===== src/gss_pkg.sv =====
// Package for the glyph scaler with character rounding.
// Holds the widths, the default glyph height and the shared payload types.
// No dependencies.
`default_nettype none

package gss_pkg;

  localparam int unsigned RowWidth         = 6;
  localparam int unsigned LineWidth        = 16;
  localparam int unsigned RowIndexWidth    = 4;
  localparam int unsigned GlyphRowsDefault = 10;

  typedef logic [RowWidth-1:0]      row_t;
  typedef logic [LineWidth-1:0]     line_t;
  typedef logic [RowIndexWidth-1:0] row_index_t;

  // Pair of scaled lines built from one source row.
  typedef struct packed {
    line_t upper;
    line_t lower;
  } lines_t;

  // One result transaction.
  typedef struct packed {
    line_t upper_line;
    line_t lower_line;
    logic  glyph_done;
  } result_t;

endpackage

`default_nettype wire


===== src/gss_if.sv =====
// Channel interfaces of the glyph scaler: source rows in, scaled line pairs out.
// Depends on gss_pkg.
`default_nettype none

interface gss_in_if;
  logic          valid;
  logic          ready;
  gss_pkg::row_t glyph_row;

  modport source (output valid, output glyph_row, input ready);
  modport sink   (input valid, input glyph_row, output ready);
endinterface

interface gss_out_if;
  logic           valid;
  logic           ready;
  gss_pkg::line_t upper_line;
  gss_pkg::line_t lower_line;
  logic           glyph_done;

  modport source (output valid, output upper_line, output lower_line,
                  output glyph_done, input ready);
  modport sink   (input valid, input upper_line, input lower_line,
                  input glyph_done, output ready);
endinterface

`default_nettype wire


===== src/gss_row_scaler.sv =====
// Combinational scaler: one 6-pixel row plus its neighbors above and below
// becomes two 16-pixel lines. Depends on gss_pkg.
`default_nettype none

module gss_row_scaler (
  input  wire gss_pkg::row_t   up,
  input  wire gss_pkg::row_t   cur,
  input  wire gss_pkg::row_t   down,
  input  wire logic            graphics,
  output gss_pkg::lines_t      lines
);

  logic [3:0]     c, l, u, ul, d, dl;
  logic [3:0]     top, bot;
  gss_pkg::line_t alpha_upper, alpha_lower, gfx_line;

  always_comb begin
    c  = cur[3:0];
    l  = cur[4:1];
    u  = up[3:0];
    ul = up[4:1];
    d  = down[3:0];
    dl = down[4:1];

    // A horizontal pair fills the rounding pixel on both lines; otherwise a
    // diagonal step toward the row above or below fills it on one line.
    top = (c & l) | (~c & l & u & ~ul) | (c & ~l & ~u & ul);
    bot = (c & l) | (~c & l & d & ~dl) | (c & ~l & ~d & dl);

    alpha_upper = {cur[5], cur[5], cur[4], cur[4],
                   top[3], cur[3], cur[3], top[2], cur[2], cur[2],
                   top[1], cur[1], cur[1], top[0], cur[0], cur[0]};
    alpha_lower = {cur[5], cur[5], cur[4], cur[4],
                   bot[3], cur[3], cur[3], bot[2], cur[2], cur[2],
                   bot[1], cur[1], cur[1], bot[0], cur[0], cur[0]};

    // Columns 2 and 1 overlap on one output pixel.
    gfx_line = {cur[5], cur[5], cur[4], cur[4], cur[4], cur[3], cur[3], cur[3],
                cur[2], cur[2], cur[2] | cur[1], cur[1], cur[1],
                cur[0], cur[0], cur[0]};

    if (graphics) begin
      lines.upper = gfx_line;
      lines.lower = gfx_line;
    end else begin
      lines.upper = alpha_upper;
      lines.lower = alpha_lower;
    end
  end

endmodule

`default_nettype wire


===== src/glyph_scale_2x2_smoothing.sv =====
// Glyph row scaler with character rounding: the top level.
// Depends on gss_pkg, gss_if (gss_in_if, gss_out_if) and gss_row_scaler.
//
// Usage: rows of each glyph enter top to bottom on in_ch, one transaction per
// row, GLYPH_ROWS rows per glyph. Each row leaves on out_ch as a transaction
// carrying an upper and a lower 16-pixel line. A row's lines are built once
// the row below it has arrived, so the first row of a glyph produces nothing,
// each middle row produces the lines of the row before, and the last row
// produces two transactions: the previous row and itself, the latter with
// glyph_done set. cfg_write_en / cfg_write_data set graphics_mode (1 for
// graphics widening, 0 for alpha rounding); write it only while idle.
// The result of the row before an accepted row is valid in the cycle after the
// acceptance. Rows are taken at one row per cycle while out_ch does not stall;
// the second result of a glyph's last row sits in a one-entry hold register and
// drains while the next glyph's first row, which emits nothing, is taken.
// When the receiver stalls, the output register holds its transaction and
// in_ch takes no row that would produce a result. Synchronous reset clears
// the mode, the row counter, the stored rows and both valid flags.
`default_nettype none

module glyph_scale_2x2_smoothing #(
  parameter int unsigned GLYPH_ROWS = gss_pkg::GlyphRowsDefault
) (
  input  wire logic   clk,
  input  wire logic   rst,
  input  wire logic   cfg_write_en,
  input  wire logic   cfg_write_data,
  gss_in_if.sink      in_ch,
  gss_out_if.source   out_ch
);

  localparam gss_pkg::row_index_t LastRow =
    gss_pkg::RowIndexWidth'(GLYPH_ROWS - 1);

  logic                graphics_mode;
  gss_pkg::row_t       previous_row;
  gss_pkg::row_t       pending_row;
  gss_pkg::row_index_t row_index;

  logic                out_valid;
  gss_pkg::result_t    out_data;
  logic                hold_valid;
  gss_pkg::result_t    hold_data;

  logic                out_free;
  logic                in_accept;
  logic                first_row;
  logic                last_row;
  logic                emit;
  gss_pkg::lines_t     lines_prev;
  gss_pkg::lines_t     lines_last;

  gss_row_scaler u_scale_prev (
    .up       (previous_row),
    .cur      (pending_row),
    .down     (in_ch.glyph_row),
    .graphics (graphics_mode),
    .lines    (lines_prev)
  );

  // Only used on a glyph's last row: the row itself with a blank row below.
  gss_row_scaler u_scale_last (
    .up       (pending_row),
    .cur      (in_ch.glyph_row),
    .down     ('0),
    .graphics (graphics_mode),
    .lines    (lines_last)
  );

  assign out_free  = !out_valid || out_ch.ready;
  assign first_row = (row_index == '0);
  assign last_row  = (row_index == LastRow);
  // A first row only gets stored, so it is taken whatever the output holds.
  assign in_ch.ready = first_row || (out_free && !hold_valid);
  assign in_accept   = in_ch.valid && in_ch.ready;
  assign emit        = in_accept && !first_row;

  assign out_ch.valid      = out_valid;
  assign out_ch.upper_line = out_data.upper_line;
  assign out_ch.lower_line = out_data.lower_line;
  assign out_ch.glyph_done = out_data.glyph_done;

  always_ff @(posedge clk) begin
    if (rst) begin
      graphics_mode <= 1'b0;
    end else if (cfg_write_en) begin
      graphics_mode <= cfg_write_data;
    end
  end

  always_ff @(posedge clk) begin
    if (rst) begin
      previous_row <= '0;
      pending_row  <= '0;
      row_index    <= '0;
    end else if (in_accept) begin
      if (first_row) begin
        previous_row <= '0;
        pending_row  <= in_ch.glyph_row;
        row_index    <= gss_pkg::RowIndexWidth'(1);
      end else if (last_row) begin
        previous_row <= '0;
        pending_row  <= '0;
        row_index    <= '0;
      end else begin
        previous_row <= pending_row;
        pending_row  <= in_ch.glyph_row;
        row_index    <= row_index + gss_pkg::RowIndexWidth'(1);
      end
    end
  end

  always_ff @(posedge clk) begin
    if (rst) begin
      out_valid  <= 1'b0;
      hold_valid <= 1'b0;
    end else if (out_free) begin
      if (hold_valid) begin
        out_data   <= hold_data;
        out_valid  <= 1'b1;
        hold_valid <= 1'b0;
      end else if (emit) begin
        out_data   <= '{upper_line: lines_prev.upper, lower_line: lines_prev.lower,
                        glyph_done: 1'b0};
        out_valid  <= 1'b1;
        hold_data  <= '{upper_line: lines_last.upper, lower_line: lines_last.lower,
                        glyph_done: 1'b1};
        hold_valid <= last_row;
      end else begin
        out_valid <= 1'b0;
      end
    end
  end

  // The hold register only fills behind a full output register.
  a_hold_behind_out: assert property (@(posedge clk) disable iff (rst)
    hold_valid |-> out_valid)
    else $error("hold register valid while output register is empty");

  a_last_row_two_results: assert property (@(posedge clk) disable iff (rst)
    (in_accept && last_row) |=> (out_valid && hold_valid && hold_data.glyph_done
                                 && !out_data.glyph_done && row_index == '0))
    else $error("last row did not queue its two results");

  a_row_index_range: assert property (@(posedge clk) disable iff (rst)
    row_index <= LastRow)
    else $error("row index beyond the glyph height");

  a_first_row_silent: assert property (@(posedge clk) disable iff (rst)
    (in_accept && first_row && !hold_valid && out_ch.ready) |=> !out_valid)
    else $error("first row of a glyph produced a result");

endmodule

`default_nettype wire


===== src/flat_wrapper.sv =====
// flat-port wrapper written by rule: the top's interface ports become plain ports
module glyph_scale_2x2_smoothing_flat 
#(
  parameter int unsigned GLYPH_ROWS = gss_pkg::GlyphRowsDefault
)
  (clk, rst, cfg_write_en, cfg_write_data, in_ch_valid, in_ch_glyph_row, in_ch_ready, out_ch_valid, out_ch_upper_line, out_ch_lower_line, out_ch_glyph_done, out_ch_ready);
  gss_in_if in_ch_i ();
  gss_out_if out_ch_i ();
  input  wire logic clk;
  input  wire logic rst;
  input  wire logic cfg_write_en;
  input  wire logic cfg_write_data;
  input wire logic [$bits(in_ch_i.valid)-1:0] in_ch_valid;
  input wire logic [$bits(in_ch_i.glyph_row)-1:0] in_ch_glyph_row;
  output wire logic [$bits(in_ch_i.ready)-1:0] in_ch_ready;
  output wire logic [$bits(out_ch_i.valid)-1:0] out_ch_valid;
  output wire logic [$bits(out_ch_i.upper_line)-1:0] out_ch_upper_line;
  output wire logic [$bits(out_ch_i.lower_line)-1:0] out_ch_lower_line;
  output wire logic [$bits(out_ch_i.glyph_done)-1:0] out_ch_glyph_done;
  input wire logic [$bits(out_ch_i.ready)-1:0] out_ch_ready;
  assign in_ch_i.valid = in_ch_valid;
  assign in_ch_i.glyph_row = in_ch_glyph_row;
  assign in_ch_ready = in_ch_i.ready;
  assign out_ch_valid = out_ch_i.valid;
  assign out_ch_upper_line = out_ch_i.upper_line;
  assign out_ch_lower_line = out_ch_i.lower_line;
  assign out_ch_glyph_done = out_ch_i.glyph_done;
  assign out_ch_i.ready = out_ch_ready;
  glyph_scale_2x2_smoothing #(.GLYPH_ROWS(GLYPH_ROWS)) u_core (.clk(clk), .rst(rst), .cfg_write_en(cfg_write_en), .cfg_write_data(cfg_write_data), .in_ch(in_ch_i), .out_ch(out_ch_i));
endmodule

===== config.mk =====
export PLATFORM = sky130hd
export DESIGN_NAME = glyph_scale_2x2_smoothing_flat
export DESIGN_NICKNAME = d
export VERILOG_FILES = /design/src/gss_pkg.sv /design/src/gss_if.sv /design/src/gss_row_scaler.sv /design/src/glyph_scale_2x2_smoothing.sv /design/src/flat_wrapper.sv
export SDC_FILE = /design/constraint.sdc
export NUM_CORES = 1
export LEC_CHECK = 0
export BUFFER_PORTS_ARGS = -buffer_cell sky130_fd_sc_hd__buf_2
export CAP_MARGIN = 20
export CELL_PAD_IN_SITES_DETAIL_PLACEMENT = 0
export CELL_PAD_IN_SITES_GLOBAL_PLACEMENT = 2
export CORE_ASPECT_RATIO = 1.5
export CORE_MARGIN = 2
export CORE_UTILIZATION = 34
export DETAILED_ROUTE_END_ITERATION = 8
export PLACE_DENSITY_LB_ADDON = 0.2
export SLEW_MARGIN = 20
export SYNTH_ARGS = -nofsm -noshare
export SYNTH_HDL_FRONTEND = slang
export SYNTH_SLANG_ARGS = --single-unit

===== constraint.sdc =====
create_clock -name clk -period 3.49 [get_ports clk]
set_input_delay 0.5235 -clock clk [delete_from_list [all_inputs] [get_ports clk]]
set_output_delay 0.5235 -clock clk [all_outputs]
set_load 0.02 [all_outputs]

Word-level counts from Yosys, hierarchy flattened
Index checks and enable logic that the tools add are counted.

word-level totals
  bits of input ports = 12
  word-level logic and storage cells = 73
  bits in registers = 82

operators by class
  bitwise operators = 34
  equal/unequal tests = 1
  reduce and logical (&&, ||, !) cells = 12
  add/subtract/negate cells = 1
  muxes and demuxes = 14

operators by type and width
  cell                   number
  $and A4 B4 Y4          18
  $mux W33               2
  $mux W28               2
  $not A4 Y4             6
  $or A4 B4 Y4           6
  $mux W6                2
  $mux W5                2
  $mux W4                2
  $add A4 B1 Y4 const B  1
  $eq A4 B4 Y1 const B   1
  $logic_not A4 Y1       1
  $mux W1                4
  $reduce_and A4 Y1      1
  $logic_and A1 B1 Y1    3
  $logic_not A1 Y1       3
  $reduce_and A3 Y1      1
  $logic_or A1 B1 Y1     2
  $not A1 Y1             2
  $or A1 B1 Y1           2
  $reduce_bool A2 Y1     1

Logic depth before layout (Yosys ltp)
  depth in word-level cells = 9
  depth in mapped cells = 7

Hierarchy
A second synthesis with hierarchy kept.

second synthesis, totals
  cells, all modules = 322
  area total of the unflattened synthesis = 4032.6 um2

modules (own cells, without submodules)
  module                     times used  area each (um2)  cells an instance
  glyph_scale_2x2_smoothing  1           3186.8           194
  gss_row_scaler             2           422.9            64

Worst setup path after synthesis
Ideal clock, no wire load.

  path kind = in2reg
  start point = input port out_ch_ready
  end point = register u_core.hold_data[11] (netlist name) (enable)
  arrival time = 2365 ps
  cell stages on the path = 3
  path slack = 704 ps
  setup time = 421 ps
  path through = and2b_2 -> buf_6 -> nor4_1

on the way
  word-level cells in the longest chain between the ends = 6

RTL lines
  item                           line                              RTL
  from (decl)                    flat_wrapper.sv:20                input wire logic [$bits(out_ch_i.ready)-1:0] out_ch_ready;
  $logic_or A1 B1 Y1 *           glyph_scale_2x2_smoothing.sv:70   assign out_free = !out_valid || out_ch.ready;
  $logic_and A1 B1 Y1            glyph_scale_2x2_smoothing.sv:74   assign in_ch.ready = first_row || (out_free && !hold_valid);
  $logic_or A1 B1 Y1             glyph_scale_2x2_smoothing.sv:74
  $logic_and A1 B1 Y1            glyph_scale_2x2_smoothing.sv:75   assign in_accept = in_ch.valid && in_ch.ready;
  $logic_and A1 B1 Y1            glyph_scale_2x2_smoothing.sv:76   assign emit = in_accept && !first_row;
  $reduce_and A4 Y1 (no line) *  --
  to (signal assigned)           glyph_scale_2x2_smoothing.sv:126  hold_data <= '{upper_line: lines_last.upper, lower_line: lines_last.lower,
  to (decl)                      glyph_scale_2x2_smoothing.sv:43   gss_pkg::result_t hold_data;

Mark *: on every way between the ends. The rest lies on a longest branch, timed or not.
A chain may end at the register's enable or synchronous reset.

Final worst setup path
  start point = register u_core.row_index[0]
  end point = output port in_ch_ready

on the way
  word-level cells in the longest chain between the ends = 2

RTL lines
  item                    line                              RTL
  from (decl)             glyph_scale_2x2_smoothing.sv:38   gss_pkg::row_index_t row_index;
  from (signal assigned)  glyph_scale_2x2_smoothing.sv:100  row_index <= gss_pkg::RowIndexWidth'(1);
  from (signal assigned)  glyph_scale_2x2_smoothing.sv:108  row_index <= row_index + gss_pkg::RowIndexWidth'(1);
  $logic_not A4 Y1        glyph_scale_2x2_smoothing.sv:71   assign first_row = (row_index == '0);
  $logic_or A1 B1 Y1      glyph_scale_2x2_smoothing.sv:74
  to (decl)               flat_wrapper.sv:15                output wire logic [$bits(in_ch_i.ready)-1:0] in_ch_ready;

No other way between the ends.

==> flow_summary_export.csv <==
group,metric,value,unit
floorplanning,fp.dieH,106,um
layout,finalCoreUtilization,0.383,
global_route,grt_pass1_vias,1531,
clock_tree,cts.sinks,47,
worst_setup_path,cp.required,2.97,ns
drt,avgRoutedWirePerCell,14.4,um
place,finalWeightedCongestion,0.706,
layout,fill_cells,692,
drt,drt_drc_violations_left,0,
pwr,power_frac_comb,0.126,
floorplanning,start_util,0.347,
synthesis,synthTopCellsByCount,"29 x edfxtp_1, 25 x o21ai_0, 21 x nand2_1, 19 x buf_4, 18 x dfxtp_1",
synthesis,ys_types,37,
sta,finalHoldViolations,0,
synthesis,synth_seq_area_share,0.521,
place,dpl.hpwl,3160,um
worst_setup_path,startpoint,"u_core.row_index[0]$_SDFFE_PP0N_",
synthesis,async_flop_share,0,
pwr,power.density,420,nW/um2
sta,finClkSkew,0.00552,ns
sta,max_slew_margin,0.446,
worst_setup_path,r2r-end,"u_core.out_ch.upper_line[8]$_DFFE_PP_",
worst_setup_path,arrival,1.61,ns
worst_hold_path,holdPathEnd,"u_core.hold_data[15]$_DFFE_PP_",
global_route,grt_max_degree,25,
worst_hold_path,hold_path.class,"in2reg",
synthesis,synth_most_common_cell,"edfxtp_1",
clock_tree,cts_buffers,5,
worst_hold_path,hold_depth,1,
sta,slew_violations,0,
floorplanning,core_area,6810,um2
layout,nets,264,
worst_setup_path,r2r_start,"u_core.hold_valid$_SDFFE_PP0N_",
layout,fin_cells,328,
floorplanning,row_count,37,
sta,fin_crit_sh,0.610,
worst_setup_path,critical_path.max_fanout,6,
synthesis,yosys.area.top_type,"edfxtp_1",
synthesis,ys_warn_count,0,
drt,via_per_inst,5.04,
place,io_buffers,46,
synthesis,ys.flop_type,"edfxtp_1",
synthesis,synth_area_leaders,"edfxtp_1 37%, dfxtp_1 15%, mux2_2 6.2%",
worst_setup_path,r2r_setup_slack,1.43,ns
drt,first_iter_violations,84,
status,status,"finished clean",
global_route,grt.total_usage,0.134,
global_route,grt_pass1_wl,7850,um
pwr,pwr-share-seq,0.584,
global_route,antenna_found_initial,0,
synthesis,syn_inst,225,
clock_tree,clk_latency,0.30,ns
layout,drive_gt1_frac,0.304,
pwr,ir_drop,0.169,mV
layout,insertedDiodeCount,0,
worst_setup_path,crit_type,"reg2out",
floorplanning,ios,47,
clock_tree,cts_buffer_depth,2,
pwr,power.switching,287,uW
clock_tree,cts_tree,"yes",
clock_tree,cts_setup_buffers,0,
worst_setup_path,crit_path_end_kind,"primary output",
clock_tree,path_clk_slew,0.08,ns
synthesis,netlist_area,2360,um2
clock_tree,cts_repair_resize_count,0,
clock_tree,ctsHoldBuffers,0,
drt,antenna_left,0,
drt,wirelength,4730,um
job,maxCapViolCount,0,
pwr,total_power,1100,uW
worst_setup_path,rr_worst_depth,6,
global_route,grt-ovfl-total,0,
sta,worst_slew_pin_slew,0.830,ns
floorplanning,dieArea,7650,um2
pwr,p_int,809,uW
synthesis,synth_fp_nets,240,
synthesis,ys_ff_latch,47,
place,post-place-cells,320,
worst_setup_path,cp-start-kind,"register",
drt,drtPass1Iterations,4,
sta,tns,0,ns
layout,syn_to_final_growth,10.3,%
sta,fin_hold_ws,0.421,ns
sta,setup_viol,0,
sta,grt_setup_unrepaired,"no",
synthesis,synth-edff-count,29,
pwr,pwr-share-clk,0.289,
drt,vias,1654,
synthesis,netlist.area_leader.share,0.368,
sta,min_period,2.13,ns
clock_tree,cts_root_buf,"clkbuf_8",
pwr,switching_share,0.262,
floorplanning,dieWidth,72.1,um
pwr,p_leak,0.00104,uW
worst_hold_path,holdCritStartpoint,"in_ch_glyph_row[5]",
sta,fmax,0.470,GHz
clock_tree,htreeDepth,2,
synthesis,postSynthAreaPerCell,10.5,um2
## cells by family (layout without fill, tap and decap cells)
family / count (synthesis) / count (layout) / share of synthesized area
muxes: 14 / 14 / 0.0661
and+or+nand+nor: 73 / 73 / 0.172
DFF: 47 / 47 / 0.521
AOI/OAI and AO/OA: 52 / 52 / 0.131
buffers and inverters: 36 / 61 / 0.0937
adders and majority gates: 3 / 3 / 0.0159
## stage by stage
step | area (um2) | setup WS (ns)
CTS | 2610 | 1.35
global placement | 2520 | 1.40
global route | 2610 | 1.23
detailed placement | 2520 | 1.39
floorplan | 2360 | 0.704
finish | 2610 | 1.36
## state kept, by name (all words and copies together), names as in the netlist, 4 cells and up
register / cells
u_core.out_ch.upper_line: 4
u_core.previous_row: 5
u_core.hold_data: 14
u_core.row_index: 4
u_core.out_ch.lower_line: 10
u_core.pending_row: 6
## layout make-up
type	count	area, um2	share of cell area
clock inverters	3	15.0	0.00576
flip-flops and latches	47	1230	0.472
inverters	3	11.3	0.00432
clock buffers	5	68.8	0.0264
well taps	78	97.6	0.0374
repair buffers	50	260	0.0998
multi-input cells	142	923	0.354
## per-layer routing
metal,share of wire,wire [um],up-vias,track usage
met1,0.42,1990,785,0.159
met4,0.017,82,0,0.0526
li1,-,-,833,-
met5,0,0,-,0
met2,0.53,2520,30,0.234
met3,0.030,144,6,0.0237
## how the worst max path moves through the flow
stage | endpoint | slack, ns | cells after the start
2_1_floorplan | u_core.hold_data[11]$_DFFE_PP_ | 0.70 | 3
5_1_grt | in_ch_ready | 1.23 | 5
6_report | in_ch_ready | 1.36 | 5
3_3_place_gp | u_core.out_ch.lower_line[10]$_DFFE_PP_ | 1.40 | 6
3_5_place_dp | u_core.out_ch.upper_line[8]$_DFFE_PP_ | 1.39 | 6
4_1_cts | in_ch_ready | 1.35 | 5
## cell usage in the layout, fill, tap and decap left out, drive strengths merged, types with 9 or more instances in the layout
cell    synthesis  layout
a21oi           9       9
buf            22      50
dfxtp          18      18
edfxtp         29      29
mux2           13      13
nand2          21      21
nor2           12      12
nor2b          11      11
nor3b          10      10
o21ai          25      25
## worst max-delay path, stage by stage, from the launching register on
cell,delay (ns)
dfxtp_1,0.35
inv_1,0.10
ha_1,0.15
nor3b_4,0.36
o21bai_1,0.17
buf_2,0.18
## power groups by stage
stage	logic, uW	registers, uW	clock network (uW)
3_3_place_gp	141	653	0
5_1_grt	156	646	349
4_1_cts	141	641	333
3_5_place_dp	140	654	0
2_1_floorplan	107	650	0
6_report	138	640	317
Note: power is estimated with default switching activity, not from simulation.
